===== src/plst_pkg.sv =====
// ----------------------------------------------------------------------------
// plst_pkg
// Shared types and constants for the positional list store: command codes,
// item structs and the default list capacity.
// ----------------------------------------------------------------------------
package plst_pkg;

    localparam int CAPACITY_DEF = 64;

    localparam int CMD_W   = 2;
    localparam int POS_W   = 7;
    localparam int VALUE_W = 32;
    localparam int COUNT_W = 7;

    localparam logic [CMD_W-1:0] CMD_INSERT = 2'd0;
    localparam logic [CMD_W-1:0] CMD_REMOVE = 2'd1;
    localparam logic [CMD_W-1:0] CMD_READ   = 2'd2;
    localparam logic [CMD_W-1:0] CMD_CLEAR  = 2'd3;

    typedef struct packed {
        logic [CMD_W-1:0]          command;
        logic [POS_W-1:0]          position;
        logic signed [VALUE_W-1:0] value;
    } in_item_t;

    typedef struct packed {
        logic                      ok;
        logic signed [VALUE_W-1:0] read_value;
        logic [COUNT_W-1:0]        count;
        logic                      empty_res;
    } out_item_t;

endpackage


===== src/plst_ram.sv =====
// ----------------------------------------------------------------------------
// plst_ram
// Generic simple dual-port RAM: one write port, one read port with a
// registered read.
// ----------------------------------------------------------------------------
module plst_ram #(
    parameter int WIDTH = 32,
    parameter int DEPTH = 64
) (
    input  logic                     clk,
    input  logic                     wr_en,
    input  logic [$clog2(DEPTH)-1:0] wr_addr,
    input  logic [WIDTH-1:0]         wr_data,
    input  logic                     rd_en,
    input  logic [$clog2(DEPTH)-1:0] rd_addr,
    output logic [WIDTH-1:0]         rd_data
);

    logic [WIDTH-1:0] mem [DEPTH];
    logic [WIDTH-1:0] rd_data_reg;

    always_ff @(posedge clk)
    begin
        if (wr_en)
        begin
            mem[wr_addr] <= wr_data;
        end
        if (rd_en)
        begin
            rd_data_reg <= mem[rd_addr];
        end
    end

    assign rd_data = rd_data_reg;

endmodule


===== src/positional_list_store_top.sv =====
// Path to the result register: clear, failed commands and a tail remove go
// straight to ST_DONE; a read passes ST_RD_ISSUE, ST_RD_WAIT; a tail insert
// passes ST_WR_LAST; other inserts shift, then ST_DRAIN, ST_WR_LAST; other
// removes shift, then ST_DRAIN. A stalled output holds the result in ST_DONE.
// The next item is taken in the cycle after the result is registered. Shifts
// move one entry per cycle through the list RAM. Reset empties the list at once.
// ----------------------------------------------------------------------------
// positional_list_store_top
// Ordered list of signed 32-bit values held in a RAM. Insert and remove
// shift the tail of the list one entry per cycle by read and write back.
// ----------------------------------------------------------------------------
module positional_list_store_top #(
    parameter int CAPACITY = plst_pkg::CAPACITY_DEF
) (
    input  logic                clk,
    input  logic                rst_n,
    input  logic                in_valid,
    output logic                in_stall,
    input  plst_pkg::in_item_t  in_item,
    output logic                out_valid,
    input  logic                out_stall,
    output plst_pkg::out_item_t out_item
);

    localparam int AW    = $clog2(CAPACITY);
    localparam int CNT_W = $clog2(CAPACITY + 1);
    localparam int CW    = (CNT_W > plst_pkg::POS_W) ? CNT_W : plst_pkg::POS_W;

    typedef enum logic [2:0] {
        ST_IDLE,
        ST_SHIFT,
        ST_DRAIN,
        ST_WR_LAST,
        ST_RD_ISSUE,
        ST_RD_WAIT,
        ST_DONE
    } state_t;

    state_t                      state_reg;
    logic [CNT_W-1:0]            count_reg;
    logic [CW-1:0]               ptr_reg;
    logic [CW-1:0]               pos_reg;
    logic [plst_pkg::VALUE_W-1:0] value_reg;
    logic                        is_ins_reg;
    logic                        prev_valid_reg;
    logic [AW-1:0]               prev_addr_reg;
    logic                        res_ok_reg;
    logic [plst_pkg::VALUE_W-1:0] res_val_reg;
    logic                        out_valid_reg;
    plst_pkg::out_item_t         out_item_reg;

    logic                        accept;
    logic [CW-1:0]               cnt_ext;
    logic [CW-1:0]               in_pos;
    logic [CW-1:0]               ptr_up;
    logic [CW-1:0]               ptr_dn;
    logic                        shift_last;
    logic                        out_free;

    logic                        ram_wr_en;
    logic [AW-1:0]               ram_wr_addr;
    logic [plst_pkg::VALUE_W-1:0] ram_wr_data;
    logic                        ram_rd_en;
    logic [AW-1:0]               ram_rd_addr;
    logic [plst_pkg::VALUE_W-1:0] ram_rd_data;

    assign in_stall = (state_reg != ST_IDLE);
    assign accept   = in_valid && !in_stall;
    assign cnt_ext  = CW'(count_reg);
    assign in_pos   = CW'(in_item.position);
    assign ptr_up   = ptr_reg + CW'(1);
    assign ptr_dn   = ptr_reg - CW'(1);
    assign out_free = !out_valid_reg || !out_stall;

    // Insert walks down to the target position; remove walks up to the tail.
    assign shift_last = is_ins_reg ? (ptr_reg == pos_reg) : (ptr_reg == cnt_ext - CW'(1));

    always_comb
    begin
        ram_rd_en   = (state_reg == ST_SHIFT) || (state_reg == ST_RD_ISSUE);
        ram_rd_addr = ptr_reg[AW-1:0];
        ram_wr_en   = (((state_reg == ST_SHIFT) || (state_reg == ST_DRAIN)) && prev_valid_reg)
                      || (state_reg == ST_WR_LAST);
        if (state_reg == ST_WR_LAST)
        begin
            ram_wr_addr = pos_reg[AW-1:0];
            ram_wr_data = value_reg;
        end
        else
        begin
            ram_wr_addr = prev_addr_reg;
            ram_wr_data = ram_rd_data;
        end
    end

    plst_ram #(
        .WIDTH (plst_pkg::VALUE_W),
        .DEPTH (CAPACITY)
    ) u_list_ram (
        .clk     (clk),
        .wr_en   (ram_wr_en),
        .wr_addr (ram_wr_addr),
        .wr_data (ram_wr_data),
        .rd_en   (ram_rd_en),
        .rd_addr (ram_rd_addr),
        .rd_data (ram_rd_data)
    );

    always_ff @(posedge clk or negedge rst_n)
    begin
        if (!rst_n)
        begin
            state_reg      <= ST_IDLE;
            count_reg      <= '0;
            ptr_reg        <= '0;
            pos_reg        <= '0;
            value_reg      <= '0;
            is_ins_reg     <= 1'b0;
            prev_valid_reg <= 1'b0;
            prev_addr_reg  <= '0;
            res_ok_reg     <= 1'b0;
            res_val_reg    <= '0;
            out_valid_reg  <= 1'b0;
            out_item_reg   <= '0;
        end
        else
        begin
            // In ST_DONE the valid flag is handled by that state's arm.
            if (out_valid_reg && !out_stall && (state_reg != ST_DONE))
            begin
                out_valid_reg <= 1'b0;
            end

            case (state_reg)
                ST_IDLE:
                begin
                    if (accept)
                    begin
                        pos_reg     <= in_pos;
                        value_reg   <= in_item.value;
                        res_ok_reg  <= 1'b0;
                        res_val_reg <= '0;
                        state_reg   <= ST_DONE;
                        case (in_item.command)
                            plst_pkg::CMD_INSERT:
                            begin
                                if ((in_pos <= cnt_ext) && (cnt_ext < CW'(CAPACITY)))
                                begin
                                    res_ok_reg <= 1'b1;
                                    is_ins_reg <= 1'b1;
                                    ptr_reg    <= cnt_ext - CW'(1);
                                    if (in_pos == cnt_ext)
                                    begin
                                        state_reg <= ST_WR_LAST;
                                    end
                                    else
                                    begin
                                        state_reg <= ST_SHIFT;
                                    end
                                end
                            end
                            plst_pkg::CMD_REMOVE:
                            begin
                                if (in_pos < cnt_ext)
                                begin
                                    res_ok_reg <= 1'b1;
                                    is_ins_reg <= 1'b0;
                                    ptr_reg    <= in_pos + CW'(1);
                                    if (in_pos + CW'(1) == cnt_ext)
                                    begin
                                        count_reg <= count_reg - CNT_W'(1);
                                    end
                                    else
                                    begin
                                        state_reg <= ST_SHIFT;
                                    end
                                end
                            end
                            plst_pkg::CMD_READ:
                            begin
                                if (in_pos < cnt_ext)
                                begin
                                    res_ok_reg <= 1'b1;
                                    ptr_reg    <= in_pos;
                                    state_reg  <= ST_RD_ISSUE;
                                end
                            end
                            default:
                            begin
                                res_ok_reg <= 1'b1;
                                count_reg  <= '0;
                            end
                        endcase
                    end
                end
                ST_SHIFT:
                begin
                    // Each entry read here is written one place over in the next cycle.
                    prev_valid_reg <= 1'b1;
                    prev_addr_reg  <= is_ins_reg ? ptr_up[AW-1:0] : ptr_dn[AW-1:0];
                    ptr_reg        <= is_ins_reg ? ptr_dn : ptr_up;
                    if (shift_last)
                    begin
                        state_reg <= ST_DRAIN;
                    end
                end
                ST_DRAIN:
                begin
                    prev_valid_reg <= 1'b0;
                    if (is_ins_reg)
                    begin
                        state_reg <= ST_WR_LAST;
                    end
                    else
                    begin
                        count_reg <= count_reg - CNT_W'(1);
                        state_reg <= ST_DONE;
                    end
                end
                ST_WR_LAST:
                begin
                    count_reg <= count_reg + CNT_W'(1);
                    state_reg <= ST_DONE;
                end
                ST_RD_ISSUE:
                begin
                    state_reg <= ST_RD_WAIT;
                end
                ST_RD_WAIT:
                begin
                    res_val_reg <= ram_rd_data;
                    state_reg   <= ST_DONE;
                end
                ST_DONE:
                begin
                    if (out_free)
                    begin
                        out_valid_reg           <= 1'b1;
                        out_item_reg.ok         <= res_ok_reg;
                        out_item_reg.read_value <= res_val_reg;
                        out_item_reg.count      <= cnt_ext[plst_pkg::COUNT_W-1:0];
                        out_item_reg.empty_res  <= (count_reg == '0);
                        state_reg               <= ST_IDLE;
                    end
                end
                default:
                begin
                    state_reg <= ST_IDLE;
                end
            endcase
        end
    end

    assign out_valid = out_valid_reg;
    assign out_item  = out_item_reg;

endmodule


===== config.mk =====
export PLATFORM = sky130hd
export DESIGN_NAME = positional_list_store_top
export DESIGN_NICKNAME = d
export VERILOG_FILES = /design/src/plst_pkg.sv /design/src/plst_ram.sv /design/src/positional_list_store_top.sv
export SDC_FILE = /design/constraint.sdc
export NUM_CORES = 2
export LEC_CHECK = 0
export ABC_AREA = 1
export BUFFER_PORTS_ARGS = -buffer_cell sky130_fd_sc_hd__buf_4
export CAP_MARGIN = 10
export CORE_AREA = 5 5 425 427
export CTS_CLUSTER_DIAMETER = 40
export DETAILED_ROUTE_END_ITERATION = 8
export DIE_AREA = 0 0 430 432
export PLACE_DENSITY_LB_ADDON = 0.2
export SYNTH_ARGS = -nofsm -noshare
export SYNTH_HDL_FRONTEND = slang
export SYNTH_SLANG_ARGS = --single-unit
export TNS_END_PERCENT = 30

===== constraint.sdc =====
create_clock -name clk -period 4.95 [get_ports clk]
set_input_delay 0 -clock clk [delete_from_list [all_inputs] [get_ports clk]]
set_output_delay 0 -clock clk [all_outputs]
set_load 0.01 [all_outputs]

* Yosys cells after proc, flatten, opt, wreduce, memory -nomap -nowiden *
Memory sizes are Yosys's and may differ from the RTL's. A register that Yosys moved wholly into a read port is not among the register bits.
Index checks and enable logic that the tools add are counted.

word-level totals
  bits in registers = 139
  memory bits (read-only) = 0
  bits in writable memories = 2048
  latch bits = 0
  memories = 1
  output and inout port bits = 43

cells by class
  equality and inequality tests = 25
  bitwise logic cells = 0
  order comparisons = 3
  shift-type cells = 0
  add/sub/neg operators = 5
  muxes and demuxes = 42
  divide/modulo/power cells = 0
  reduce and logical (&&, ||, !) cells = 31
  $mul = 0

memory list
  memory          words  width  rd ports  clocked after Yosys merged registers in  wr ports  line            RTL
  u_list_ram.mem  64     32     1         1                                        1         plst_ram.sv:19  logic [WIDTH-1:0] mem [DEPTH];

operator list
  cell                                                  number
  2-to-1 mux 32 bit                                     2
  one-hot mux 32 bit (2 select lines)                   1
  2-to-1 mux 7 bit                                      9
  one-hot mux 7 bit (3 select lines)                    2
  equality test 7 bit                                   4
  one-hot mux 7 bit (2 select lines)                    2
  adder 7 x 1 -> 7 bit (second input constant)          3
  2-to-1 mux 3 bit                                      7
  one-hot mux 3 bit (6 select lines)                    1
  != test 3 bit (second input constant)                 5
  != test 2 bit (second input constant)                 7
  subtractor 7 x 1 -> 7 bit (second input constant)     2
  2-to-1 mux 6 bit                                      2
  AND reduction 6 bit                                   2
  2-to-1 mux 1 bit                                      10
  equality test 3 bit (second input constant)           3
  one-hot mux 3 bit (3 select lines)                    1
  nonzero test 2 bit                                    4
  less-or-equal comparator 7 bit                        1
  logical NOT 7 bit                                     1
  less-than comparator 7 bit                            1
  less-than comparator 7 bit (second input constant)    1
  equality test 3 x 2 -> 1 bit (second input constant)  2
  one-hot mux 1 bit (2 select lines)                    3
  other kinds (15)                                      30

* Logic depth before layout (Yosys ltp) *
  depth in word-level cells = 7
  gate-level depth with buffers = 19

* Cells and area by module *
A second synthesis with hierarchy kept.

second synthesis, totals
  cells, all modules = 7743
  area, all modules = 90430.5 µm²

by module, submodules not included
  module                     instances  area an instance (µm²)  cells an instance
  plst_ram                   1          83058.4                 6769
  positional_list_store_top  1          7372.1                  974

* Worst setup path after synthesis *
Ideal clock, no wire load.

  path type = register to register
  start = register state_reg[1]
  end = memory u_list_ram.mem[0][0] (data pin)
  path slack = 680 ps
  library setup time = 702 ps
  clock period less this slack = 4270 ps
  data arrival time = 3568 ps
  path buffers = 2
  stages on the path, launching flop included = 8
  cell sequence = dfrtp_1 -> inv_2 -> nor2_4 -> inv_2 -> nor2_4 -> clkbuf_1 -> clkbuf_1 -> o21ai_0

between the ends
  word-level cells in the longest chain between the ends = 2

ends and longest elaborated chain
  item                          line                              RTL
  start, declared               positional_list_store_top.sv:39   state_t state_reg;
  start signal, assigned        positional_list_store_top.sv:113  state_reg <= ST_IDLE;
  start signal, assigned        positional_list_store_top.sv:143  state_reg <= ST_DONE;
  start signal, assigned        positional_list_store_top.sv:154  state_reg <= ST_WR_LAST;
  equality test 3 x 2 -> 1 bit  positional_list_store_top.sv:84   if (state_reg == ST_WR_LAST)
  2-to-1 mux 32 bit             positional_list_store_top.sv:84
  net ram_wr_data (one bit)     positional_list_store_top.sv:62   logic [plst_pkg::VALUE_W-1:0] ram_wr_data;
  end, declared                 plst_ram.sv:19

The timed path passes the listed nets, and every way through them passes these cells.

==> flow_metrics.env <==
export IMPL_status="finished clean"
export IMPL_switching_share_pct=38.0
export IMPL_grt_pass1_wl_um=386000
export IMPL_antenna_found_initial=14
export IMPL_slew_headroom_pct=11.6
export IMPL_fin_nets=6950
export IMPL_clk_pin_slew_worst_paths_ns=0.06
export IMPL_rr_worst_depth=7
export IMPL_hp_start="out_stall"
export IMPL_drive_gt1_share_pct=13.0
export IMPL_cp_required_ns=5.70
export IMPL_cp_max_fo=84
export IMPL_cts_repair_resized=0
export IMPL_drv_slew=0
export IMPL_syn_inst=6636
export IMPL_fin_worst_skew_ns=0.0533
export IMPL_dieArea_sq_um=186000
export IMPL_p_clk_share_pct=29.9
export IMPL_io_pins=88
export IMPL_ys_seq_area_share_pct=75.2
export IMPL_r2r_end="u_list_ram.rd_data[23]"
export IMPL_leakagePower_nw=34.4
export IMPL_fin_setup_tns_ns=0
export IMPL_numPortBuffers=87
export IMPL_syn_num_nets=6698
export IMPL_start_util_pct=49.9
export IMPL_clkSinkCount=2219
export IMPL_rrSetupSlack_ns=1.03
export IMPL_gp_congestion=0.883
export IMPL_drv_cap=0
export IMPL_cts_buffers=300
export IMPL_vias=58400
export IMPL_power_density_nw_per_um2=680
export IMPL_core_rowCount=154
export IMPL_preCtsSetupSlack_ns=1.06
export IMPL_synth_edf_count=2080
export IMPL_largest_register_ffs=2048
export IMPL_start_kind="flop"
export IMPL_htreeDepth=5
export IMPL_hpwl_um=149000
export IMPL_period_needed_ns=3.92
export IMPL_wl_per_cell_um=28.3
export IMPL_wl_um=267000
export IMPL_post_cts_buffers=0
export IMPL_crit_chain="buf_12 -> nor2_4 -> buf_4 -> a221oi_1 -> o211ai_1 -> nand3_1 -> nand3_1"
export IMPL_die_y_um=432
export IMPL_track_usage_pct=28.2
export IMPL_worst_slack_ns=1.03
export IMPL_viasPerCell=6.18
export IMPL_fp_coreArea_sq_um=176000
export IMPL_whs_path_depth=4
export IMPL_cp_end_kind="flop"
export IMPL_ys_seq_elements=2219
export IMPL_synth_cell_type_count=42
export IMPL_worstPathArrival_ns=4.66
export IMPL_setup_viol=0
export IMPL_rsz0062_at_grt="false"
export IMPL_drt_pass1_iterations=6
export IMPL_fin_util_pct=58.4
export IMPL_gr_total_overflow=0
export IMPL_peakVddDrop_uv=507
export IMPL_cts_root_buf="clkbuf_16"
export IMPL_syn_area_sq_um=87600
export IMPL_synth_common_cells="2,080 x edfxtp_1, 972 x o21ai_0, 965 x nor2_1"
export IMPL_r2r_start="ptr_reg[0]"
export IMPL_max_freq_ghz=0.255
export IMPL_period_share_pct=79.1
export IMPL_ant_nets=0
export IMPL_hold_class="input pin to flop"
export IMPL_drc=0
export IMPL_synth_most_common_cell="edfxtp_1"
export IMPL_hold_buffers=118
export IMPL_worst_slew_pin_slew_ns=1.32
export IMPL_cpMaxStageDelayCell="nor2_4"
export IMPL_critical_path_top_cell_by_count="nand3_1"
export IMPL_cts_tree="built"
export IMPL_drt_iter0_markers=7501
export IMPL_synth_top_area_share_pct=71.3
export IMPL_min_delay_worst_endpoint="state_reg[1]"
export IMPL_async_reset_ff_share_pct=6.26
export IMPL_worst_setup_path_type="flop to flop"
export IMPL_pwr_share_comb_pct=32.5
export IMPL_hold_viol=0
export IMPL_seqPwrFrac_pct=37.6
export IMPL_synth_area_leaders="edfxtp_1 71%, o21ai_0 5.6%, nor2_1 4.1%, dfrtp_1 4.0%, nand2_1 2.8%"
export IMPL_switchingPower_mw=26.5
export IMPL_grt_pass1_vias=55100
export IMPL_grt_max_degree=131
export IMPL_synth_warnings=0
export IMPL_area_growth_syn_to_layout_pct=17.2
export IMPL_clkLatencyLatePin_ns=0.92
export IMPL_chipWidth_um=430
export IMPL_synth_ff_type="edfxtp_1"
export IMPL_clockBufferDepth=4
export IMPL_yosys_area_top_type="edfxtp_1"
export IMPL_avgSynthCellArea_sq_um=13.2
export IMPL_max_stage_delay_ns=0.74
export IMPL_p_int_mw=43.3
## cell usage in the layout, fill, tap and decap left out, types with 22 or more instances in the layout
cell type	netlist	layout
o221ai_1	196	196
nand4_1	63	63
nand2_1	656	653
a21oi_1	119	119
inv_1	119	117
clkbuf_16	0	308
a221oi_1	32	32
edfxtp_1	2080	2080
clkbuf_1	293	37
nand3_1	372	372
nor2_1	965	899
clkinv_1	6	37
o21ai_0	972	940
bufinv_16	0	26
nor2_4	4	69
o21ai_4	0	32
o211ai_1	95	95
mux2_2	32	32
inv_6	0	31
buf_4	23	266
dlygate4sd3_1	0	117
clkinv_2	1	40
dfrtp_1	139	135
buf_12	0	22
o22ai_1	250	250
## worst max-delay path, delay by kind of cell, from the launching register on
| family | cells | cell delay, ns |
|---|---|---|
| AO/OA/AOI/OAI | 2 | 0.77 |
| AND/OR/NAND/NOR | 3 | 1.51 |
| buffers and inverters | 2 | 0.75 |
| flip-flops | 1 | 0.66 |
## per-stage QoR
stage / std cells / hold slack [ns] / instance area (sq um) / power (mW)
floorplan: 6636 / -0.296 / 87600 / 38.7
global placement: 8808 / 0.0961 / 91800 / 48.2
detailed placement: 8808 / 0.0987 / 91800 / 48.5
CTS: 9443 / 0.00298 / 103000 / 69.6
global route: 9444 / 0.0605 / 103000 / 72.3
finish: 9447 / 0.0707 / 103000 / 69.9
## logic make-up (layout without fill, tap and decap cells)
kind of cell | Yosys count | count (layout) | synth area share, %
adder cells (fa/ha/maj) | 17 | 17 | 0.243
multiplexers | 32 | 32 | 0.411
XOR/XNOR | 9 | 9 | 0.0899
AO/OA/AOI/OAI | 1678 | 1678 | 11.2
buffers and inverters | 595 | 1062 | 2.97
other | 0 | 4 | 0
AND/OR/NAND/NOR | 2086 | 2086 | 9.82
flip-flops | 2219 | 2219 | 75.2
## area by class of cell
| type | count | area (sq um) |
|---|---|---|
| fillers | 13700 | 73100 |
| flip-flops and latches | 2219 | 66000 |
| multi-input cells | 3822 | 20000 |
| clock buffers | 346 | 7860 |
| repair buffers | 407 | 3650 |
| well taps | 2340 | 2930 |
| clock inverters | 171 | 1770 |
| inverters | 138 | 553 |
| diodes | 4 | 10.0 |
## worst max path at each step
stage,startpoint,to,slack (ns)
after detailed placement,ptr_reg[0],u_list_ram.rd_data[23],1.06
final,ptr_reg[0],u_list_ram.rd_data[23],1.03
after CTS,ptr_reg[0],u_list_ram.rd_data[23],1.07
after global placement,ptr_reg[0],u_list_ram.rd_data[23],1.06
after floorplan,state_reg[1],u_list_ram.mem[0][0],0.68
after global routing,ptr_reg[0],u_list_ram.rd_data[23],0.99
## layer usage
layer	routed length, um	global-route usage, %	vias up	part of all wire, %
li1	-	-	25300	-
met2	122000	43.7	3151	46
met1	105000	39.0	29400	39
met3	26000	5.55	566	9.7
met5	32	0	-	0.012
met4	13900	12.9	4	5.2
## power groups by stage
stage | sequential (mW) | combinational [mW] | clock (mW)
finish | 26.3 | 22.7 | 20.9
global route | 26.3 | 24.1 | 22.0
CTS | 26.2 | 22.3 | 21.1
detailed placement | 26.6 | 21.9 | 0
global placement | 26.6 | 21.6 | 0
floorplan | 26.5 | 12.2 | 0
Note: power is estimated with default switching activity, not from simulation.
